### src/design/topological_sort_kahn_top_macros.svh
// ----------------------------------------------------------------------------
// Topological sort assertion macros
// Concurrent assertion wrappers, empty in synthesis.
// ----------------------------------------------------------------------------
`ifndef TOPOLOGICAL_SORT_KAHN_TOP_MACROS_SVH
`define TOPOLOGICAL_SORT_KAHN_TOP_MACROS_SVH
`ifndef SYNTHESIS
`define TSK_ASSERT(label, clk, rst_n, prop) \
  label: assert property (@(posedge clk) disable iff (!rst_n) (prop)) \
    else $error("assertion failed");
`define TSK_ASSERT_NEVER(label, clk, rst_n, prop) \
  label: assert property (@(posedge clk) disable iff (!rst_n) !(prop)) \
    else $error("forbidden condition");
`else
`define TSK_ASSERT(label, clk, rst_n, prop)
`define TSK_ASSERT_NEVER(label, clk, rst_n, prop)
`endif
`endif

### src/design/tsk_ram.sv
// ----------------------------------------------------------------------------
// Topological sort RAM
// Generic single-port-write, one-read synchronous memory with a registered read.
// ----------------------------------------------------------------------------
module tsk_ram #(
  parameter int Depth = 64,
  parameter int Width = 8
) (
  input  logic                     clk_i,
  input  logic                     we_i,
  input  logic [$clog2(Depth)-1:0] waddr_i,
  input  logic [Width-1:0]         wdata_i,
  input  logic [$clog2(Depth)-1:0] raddr_i,
  output logic [Width-1:0]         rdata_o
);
  logic [Width-1:0] mem [Depth];
  always_ff @(posedge clk_i) begin
    if (we_i) mem[waddr_i] <= wdata_i;
    rdata_o <= mem[raddr_i];
  end
endmodule

### config.mk
export PLATFORM = sky130hd
export DESIGN_NAME = tsk_ram
export DESIGN_NICKNAME = d
export VERILOG_FILES = /design/src/design/topological_sort_kahn_top_macros.svh /design/src/design/tsk_ram.sv
export SDC_FILE = /design/constraint.sdc
export NUM_CORES = 1
export LEC_CHECK = 0
export ABC_AREA = 1
export CAP_MARGIN = 20
export CELL_PAD_IN_SITES_DETAIL_PLACEMENT = 1
export CELL_PAD_IN_SITES_GLOBAL_PLACEMENT = 1
export CORE_AREA = 10 10 208 210
export DETAILED_ROUTE_END_ITERATION = 6
export DIE_AREA = 0 0 218 220
export DONT_BUFFER_PORTS = 1
export PLACE_DENSITY_LB_ADDON = 0.1
export SLEW_MARGIN = 20
export SYNTH_ARGS = -nofsm -noshare
export SYNTH_HDL_FRONTEND = slang
export SYNTH_SLANG_ARGS = --single-unit
### constraint.sdc
create_clock -name clk_i -period 4.2 [get_ports clk_i]
set_clock_uncertainty 0.2 [all_clocks]
set_input_delay 0.84 -clock clk_i [delete_from_list [all_inputs] [get_ports clk_i]]
set_output_delay 0.84 -clock clk_i [all_outputs]
set_load 0.1 [all_outputs]
* Word level (Yosys, flattened, before mapping)
Memories as Yosys holds them, arrays and structs flattened. A register that Yosys moved wholly into a read port is not among the register bits.
Index checks and enable logic that the tools add are counted.
** Storage, ports and cells
- Memory bits (writable) :: 512
- Bits of input ports :: 22
- Bits in registers :: 0
- Logic and storage cells :: 3
- Output and inout port bits :: 8
- Memories kept :: 1
** Cells by class
- Muxes and demuxes :: 2
** Memories
- mem :: depth 64, bits a word 8, rd ports 1, clocked after Yosys merged registers in 1, write ports 1, RTL line tsk_ram.sv:16 : logic [Width-1:0] mem [Depth];
** Operators with widths (count)
- 1-bit 2-to-1 mux :: 2

* Longest topological paths before layout
Gate-level depths: netlist (run 1).
- Depth in word-level cells :: 2
- Gate-level depth with buffers :: 12
- Mapped depth without buffers :: 9

* Least setup slack after synthesis (run 1)
No wires, ideal clock.
- Kind :: input port to flip-flop
- Start point :: input port we_i
- End point :: memory mem[48][0], enable pin
- Stages on the path :: 3
- Required time :: 3.605 ns
- Slack :: 1.394 ns
- Setup time :: 0.395 ns
- Arrival :: 2.211 ns
- Cells stage by stage :: clkbuf_1 -> nand4_1 -> nor4_1
** On the way
- Cells in the longest elaborated chain, start to end :: 2
** RTL lines
- from (decl) :: RTL line tsk_ram.sv:10 : input logic we_i,
- 1-bit 2-to-1 mux :: RTL line tsk_ram.sv:18 : if (we_i) mem[waddr_i] <= wdata_i;
- 1-bit 2-to-1 mux (not written as such) :: RTL line tsk_ram.sv:18
- to (decl) :: RTL line tsk_ram.sv:16
Every way passes these cells.

* Worst setup path in the final report (run 1)
- Start point :: input port waddr_i[1]
- End point :: memory mem[13][5], enable pin
** RTL lines
- from (decl) :: RTL line tsk_ram.sv:11 : input logic [$clog2(Depth)-1:0] waddr_i,
Straight into the memory's write port.

==> results of run 1 <==
[critical path: cells and delay by family]
| kind | cells | cell delay [ns] |
|---|---|---|
| buffers and inverters | 1 | 0.18 |
| AND/OR/NAND/NOR | 2 | 1.69 |
[area by class of cell]
class,count,share of cell area
Multi-Input combinational cell,1160,0.213
Clock inverter,22,0.00891
Sequential cell,520,0.671
Inverter,12,0.00227
Timing Repair Buffer,29,0.0110
Tap cell,525,0.0284
Clock buffer,73,0.0655
[power by group]
| group | total [W] | switching, W | internal (W) |
|---|---|---|---|
| logic | 0.000454 | 0.000320 | 0.000134 |
| registers | 0.00584 | 0.0000959 | 0.00574 |
| clock network | 0.00468 | 0.00193 | 0.00275 |
[cell families after synthesis]
family / count (synthesis) / share of synthesized area
flip-flops: 520 / 0.728
AND/OR/NAND/NOR: 1160 / 0.232
buffers and inverters: 125 / 0.0402
[stage by stage]
stage / setup slack, ns / power, W / util / instances / hold slack, ns
finish: 1.50 / 0.0110 / 0.590 / 2341 / 0.144
detailed placement: 0.991 / 0.00640 / 0.546 / 2246 / 0.638
global route: 1.46 / 0.0113 / 0.590 / 2341 / 0.125
CTS: 1.50 / 0.0110 / 0.590 / 2341 / 0.121
global placement: 1.14 / 0.00638 / 0.546 / 2246 / 0.616
floorplan: 1.39 / 0.00634 / - / 1805 / 0.522
[how the worst max path moves through the flow]
stage               slack [ns]    endpoint  startpoint  cells after the start
global route              1.46  mem[45][7]  waddr_i[1]                      3
global placement          1.14  mem[33][2]  waddr_i[1]                      3
detailed placement        0.99  mem[45][0]  waddr_i[1]                      3
floorplan                 1.39  mem[48][0]        we_i                      3
CTS                       1.50  rdata_o[3]  rdata_o[3]                      0
finish                    1.50  mem[13][5]  waddr_i[1]                      3
[sequential cells by signal (all words and copies together) (netlist names)]
register	flops
mem	512
rdata_o	8
[cell usage in the layout (no fill, tap or decap)]
cell type	netlist	routed
sky130_fd_sc_hd__buf_12	0	3
sky130_fd_sc_hd__buf_4	14	26
sky130_fd_sc_hd__bufinv_16	0	4
sky130_fd_sc_hd__clkbuf_1	15	13
sky130_fd_sc_hd__clkbuf_16	0	57
sky130_fd_sc_hd__clkbuf_8	0	3
sky130_fd_sc_hd__clkinv_1	0	7
sky130_fd_sc_hd__clkinv_2	0	11
sky130_fd_sc_hd__clkinv_4	0	1
sky130_fd_sc_hd__dfxtp_1	8	8
sky130_fd_sc_hd__edfxtp_1	512	512
sky130_fd_sc_hd__inv_1	10	8
sky130_fd_sc_hd__inv_2	1	1
sky130_fd_sc_hd__inv_4	0	1
sky130_fd_sc_hd__inv_6	1	1
sky130_fd_sc_hd__nand2_1	648	648
sky130_fd_sc_hd__nand3_1	439	439
sky130_fd_sc_hd__nand4_1	9	9
sky130_fd_sc_hd__nor2_1	56	56
sky130_fd_sc_hd__nor4_1	8	8
[layer usage]
metal / GRT usage / wire length [µm] / share of wire / vias to the layer above
li1: - / - / - / 6286
met1: 0.326 / 24900 / 0.42 / 7007
met2: 0.413 / 28800 / 0.49 / 421
met3: 0.0326 / 3230 / 0.055 / 112
met4: 0.100 / 2100 / 0.036 / 0
met5: 0 / 0 / 0 / -
==> results.py, run 1 <==
metrics = {
    "outcome": {
        "status": "completed",
    },
    "place": {
        "buffer_ports.inserted": 0,
        "hpwl_um": 33200,
        "gp_weighted_congestion": 0.851,
        "placed_cell_area_um2": 21400,
    },
    "drt": {
        "remaining_drc_errors": 0,
        "dr.pass1.iters": 5,
        "final_antenna_net_count": 0,
        "drt-total-wl_um": 59100,
        "drt_iter0_markers": 1273,
        "viasPerCell": 5.91,
        "route.detailed.wl_per_inst_um": 25.2,
        "dr_total_vias": 13800,
    },
    "clocking": {
        "cts_max_level": 2,
        "cts_resized": 0,
        "maximum_root_to_sink_buffer_count": 3,
        "cts.reportedPaths.clkPinSlew_ns": 0.07,
        "insertion_delay_ns": 0.60,
        "clock_tree_from_tritoncts": "built",
        "cts.root.buffer_cell": "sky130_fd_sc_hd__clkbuf_16",
        "cts_num_sinks": 520,
        "tritoncts.num_buffers": 51,
        "hold_buffers": 0,
        "post-cts-setup-buffer-count": 0,
    },
    "critical_path": {
        "setup.worst_path.start_class": "input port",
        "critical_path.reg2reg.startpoint": "mem[49][7]",
        "crit_fanout": 9,
        "reg2reg_to": "rdata_o[7]",
        "timing.critical_path.cells": "inv_1 -> nand4_1 -> nor2_1",
        "rr_worst_depth": 8,
        "timing_worst_setup_path_type": "input port to register",
        "crit_slowest_cell": "sky130_fd_sc_hd__nor2_1",
        "endpoint_kind": "register",
        "cpPeakStageDelay_ns": 0.91,
        "arrival_ns": 2.72,
        "register_to_register_setup_slack_ns": 2.57,
        "required_time_at_the_endpoint_of_the_critical_path_ns": 4.22,
    },
    "run": {
        "max-cap-violations": 0,
    },
    "synthesis": {
        "netlist_area_um2": 21300,
        "yosys-top-cells-count": "sky130_fd_sc_hd__nand2_1 (648), sky130_fd_sc_hd__edfxtp_1 (512), sky130_fd_sc_hd__nand3_1 (439)",
        "synth_seq_cells": 520,
        "synth_area_leaders": "sky130_fd_sc_hd__edfxtp_1 (72%), sky130_fd_sc_hd__nand2_1 (11%), sky130_fd_sc_hd__nand3_1 (10%)",
        "syn-mean-instance-area_um2": 11.8,
        "yosysUniqueCellTypes": 16,
        "yosysWarningCount": 0,
        "synth-seq-area-share": 0.728,
        "post-synth-top-count-cell": "sky130_fd_sc_hd__nand2_1",
        "synth_largest_area_cell": "sky130_fd_sc_hd__edfxtp_1",
        "synthCells": 1805,
        "synth_edf_count": 512,
        "synth_top_cell_area_share": 0.720,
        "ys_dominant_reg_cell": "sky130_fd_sc_hd__edfxtp_1",
        "asyncSetResetFlopFracSynth": 0,
        "syn_nets": 1827,
    },
    "timing": {
        "finalCritPeriodShare": 0.642,
        "report.final.setup_viol": 0,
        "worst_pin_slew_ns": 1.09,
        "fin_tns_setup_ns": 0,
        "highest_achievable_clock_rate_mhz": 371,
        "slew_headroom": 0.270,
        "rsz0062_at_grt": "false",
        "finalHoldViolations": 0,
        "timing.final.max_slew_violations": 0,
        "finalCriticalPeriod_ns": 2.70,
    },
    "global_routing": {
        "grt_pass1_wl_um": 89100,
        "vias_in_the_first_global_route": 14400,
        "grt_antenna_before_repair": 0,
        "maximum_number_of_pins_on_one_net_before_global_route_repair": 258,
        "grt.total_usage": 0.248,
        "grt_overflow_total": 0,
    },
    "finish": {
        "layout-drive-gt1-share": 0.0595,
        "syn2layout_area_growth_pct": 8.57,
        "seq_area_um2": 15500,
        "finish.instance_area_um2": 23200,
        "design.final.nets": 1796,
        "area_used_by_multi_input_combinational_logic_um2": 4950,
        "antenna_cells_inserted": 0,
        "number_of_fill_cells": 3963,
    },
    "min_path": {
        "min_path_type": "input port to register",
        "min_from": "wdata_i[2]",
        "holdPathStages": 0,
        "hold-path-endpoint": "mem[26][2]",
    },
    "floorplan": {
        "core.rowCount": 73,
        "core_region_area_um2": 39300,
        "ioPinCount": 30,
        "fp.dieH_um": 220,
        "fp.dieW_um": 218,
        "starting_utilization_of_the_core_area": 0.543,
        "die-area_um2": 48000,
    },
    "power_and_ir_drop": {
        "p_leak_nw": 8.26,
        "power.density_nw_per_um2": 474,
        "vdd_ir_drop_max_mv": 0.352,
    },
}
Note: power is estimated with default switching activity, not from simulation.
==> run 2, diff against run 1 <==
--- a/config.mk
+++ b/config.mk
@@ -9,9 +9,9 @@
 export CAP_MARGIN = 20
 export CELL_PAD_IN_SITES_DETAIL_PLACEMENT = 1
 export CELL_PAD_IN_SITES_GLOBAL_PLACEMENT = 1
-export CORE_AREA = 10 10 208 210
+export CORE_AREA = 10 10 214 216
 export DETAILED_ROUTE_END_ITERATION = 6
-export DIE_AREA = 0 0 218 220
+export DIE_AREA = 0 0 224 226
 export DONT_BUFFER_PORTS = 1
 export PLACE_DENSITY_LB_ADDON = 0.1
 export SLEW_MARGIN = 20
==> constraint.sdc (replaced) <==
create_clock -name clk_i -period 2.7 [get_ports clk_i]
set_clock_uncertainty 0.2 [all_clocks]
set_input_delay 0.54 -clock clk_i [delete_from_list [all_inputs] [get_ports clk_i]]
set_output_delay 0.54 -clock clk_i [all_outputs]
set_load 0.1 [all_outputs]
==> run 2 against run 1 <==
Critical endpoint is now rdata_o[1]. Register-to-register slack got worse by 2.0 ns. Setup slack got worse by 1.3 ns. Via count rose by 1.8%. Die area rose by 5.6%. Global-route usage fell by 0.97 points. Design area rose by 2.9%. Sequential power rose by 54%. Core utilization fell by 1.6 points. Critical path type unchanged. Power rose by 54%.
==> results.py, run 2 (synthesized netlist as in run 1, its figures left out) <==
metrics = {
    "critical_path": {
        "critical_path.reg2reg.startpoint": "mem[43][1]",
        "endpoint_kind": "register",
        "timing_worst_setup_path_type": "input port to register",
        "setup.worst_path.start_class": "input port",
        "timing.critical_path.from": "raddr_i[0]",
        "crit_slowest_cell": "sky130_fd_sc_hd__dlygate4sd3_1",
        "cpPeakStageDelay_ns": 0.59,
        "register_to_register_setup_slack_ns": 0.53,
        "timing.critical_path.cells": "inv_6 -> buf_12 -> nand2_1 -> nand3_1 -> nand3_1 -> nand2_1 -> nand2_1 -> nand3_1 -> nand3_1 -> dlygate4sd3_1 -> nand2_1",
        "crit_fanout": 257,
        "arrival_ns": 2.85,
        "required_time_at_the_endpoint_of_the_critical_path_ns": 3.05,
    },
    "place": {
        "placed_cell_area_um2": 22000,
        "gp_weighted_congestion": 0.837,
        "post_placement_worst_setup_slack_ns": 0.274,
        "hpwl_um": 34200,
        "buffer_ports.inserted": 0,
    },
    "clocking": {
        "tritoncts.num_buffers": 53,
        "cts_num_sinks": 520,
        "clock_tree_from_tritoncts": "built",
        "insertion_delay_ns": 0.60,
        "cts.reportedPaths.clkPinSlew_ns": 0.06,
        "cts.root.buffer_cell": "sky130_fd_sc_hd__clkbuf_16",
        "maximum_root_to_sink_buffer_count": 3,
        "cts_resized": 0,
        "cts_max_level": 2,
    },
    "floorplan": {
        "fp.dieW_um": 224,
        "ioPinCount": 30,
        "core.rowCount": 75,
        "core_region_area_um2": 41600,
        "die-area_um2": 50600,
        "starting_utilization_of_the_core_area": 0.513,
        "fp.dieH_um": 226,
    },
    "timing": {
        "finalCriticalPeriod_ns": 2.50,
        "highest_achievable_clock_rate_mhz": 399,
        "final.setup.worst_slack_ns": 0.196,
        "finalCritPeriodShare": 0.927,
        "fin_tns_setup_ns": 0,
        "worst_pin_slew_ns": 0.844,
        "rsz0062_at_grt": "false",
        "slew_headroom": 0.435,
        "finalHoldViolations": 0,
        "report.final.setup_viol": 0,
        "worst_hold_slack_ns": 0.0471,
        "timing.final.max_slew_violations": 0,
    },
    "power_and_ir_drop": {
        "share_seq_of_total_power": 0.531,
        "power.clock.fraction": 0.406,
        "internal_power_w": 0.0131,
        "power.density_nw_per_um2": 709,
        "power.share.switching": 0.225,
        "total_power_w": 0.0169,
        "vdd_ir_drop_max_mv": 0.770,
        "p_sw_w": 0.00380,
        "p_leak_nw": 8.65,
        "combPwrFrac": 0.063,
    },
    "drt": {
        "drt_iter0_markers": 1317,
        "remaining_drc_errors": 0,
        "viasPerCell": 5.78,
        "route.detailed.wl_per_inst_um": 24.6,
        "dr_total_vias": 14100,
        "drt-total-wl_um": 59900,
        "final_antenna_net_count": 0,
        "dr.pass1.iters": 5,
    },
    "finish": {
        "layout-drive-gt1-share": 0.0893,
        "layout.cells.most_common_list": "sky130_fd_sc_hd__nand2_1 (648), sky130_fd_sc_hd__edfxtp_1 (512), sky130_fd_sc_hd__nand3_1 (439)",
        "largest_register_ff_count": 512,
        "final_common_cell": "sky130_fd_sc_hd__nand2_1",
        "reg.largest.list": "mem x512, rdata_o x8",
        "syn2layout_area_growth_pct": 11.8,
        "registers.top_by_ff_count": "mem",
        "design.final.nets": 1873,
        "finish.instance_area_um2": 23800,
    },
    "global_routing": {
        "grt_antenna_before_repair": 0,
        "grt.total_usage": 0.238,
        "grt_pass1_wl_um": 90600,
        "maximum_number_of_pins_on_one_net_before_global_route_repair": 258,
        "grt_overflow_total": 0,
        "vias_in_the_first_global_route": 14600,
    },
    "run": {
        "max-cap-violations": 0,
    },
    "outcome": {
        "status": "completed",
    },
    "min_path": {
        "min_from": "raddr_i[4]",
        "min_path_type": "input port to register",
    },
}
## run 2: changes by cell type in the layout (fill, tap and decap cells not counted), sizes merged, moves of 3 or more
cell | previous run | this run
buf | 29 | 99
bufinv | 4 | 1
clkbuf | 73 | 78
dlygate4sd3 | 0 | 5
## run 2: cell type report
type / count / area [µm²]
Antenna cell: 2 / 5.00
Multi-Input combinational cell: 1160 / 4950
Inverter: 12 / 52.6
Clock inverter: 19 / 113
Timing Repair Buffer: 104 / 1040
Sequential cell: 520 / 15500
Fill cell: 4205 / 17700
Clock buffer: 78 / 1480
Tap cell: 539 / 674
## run 2: per-stage QoR
| step | util | std cells |
|---|---|---|
| floorplan | - | 1805 |
| global placement | 0.529 | 2322 |
| detailed placement | 0.529 | 2322 |
| CTS | 0.574 | 2432 |
| global route | 0.574 | 2432 |
| finish | 0.574 | 2434 |
## run 2: critical path, delay by kind of cell
family	cells	cell delay [ns]
buffers and inverters	3	1.22
AND/OR/NAND/NOR	8	0.86
## run 2: path summary, 6_finish.rpt
| check | to | cells after the start |
|---|---|---|
| worst max-delay path | rdata_o[1] | 11 |
| worst min-delay path | rdata_o[2] | 3 |
| worst max register to register | rdata_o[1] | 9 |
| worst min register to register | rdata_o[6] | 8 |
## run 2: metal layers
| layer | GRT usage | share of wire | up-vias |
|---|---|---|---|
| met1 | 0.309 | 0.42 | 7186 |
| li1 | - | - | 6440 |
| met4 | 0.0954 | 0.034 | 0 |
| met3 | 0.0371 | 0.048 | 94 |
| met5 | 0 | 0 | - |
| met2 | 0.396 | 0.49 | 359 |
## run 2: what timing repair did
action	in CTS	in global routing
hold endpoints to repair	520	0
hold buffers	13	0
setup buffers	0	0
endpoints found under the setup margin	0	0
## run 2: power by group through the flow
stage / Sequential [W] / Clock (W) / Combinational, W
after floorplan: 0.00924 / 0 / 0.000628
after global placement: 0.00915 / 0 / 0.000851
after detailed placement: 0.00915 / 0 / 0.000867
after CTS: 0.00898 / 0.00698 / 0.00107
after global routing: 0.00897 / 0.00725 / 0.00115
final: 0.00898 / 0.00687 / 0.00106
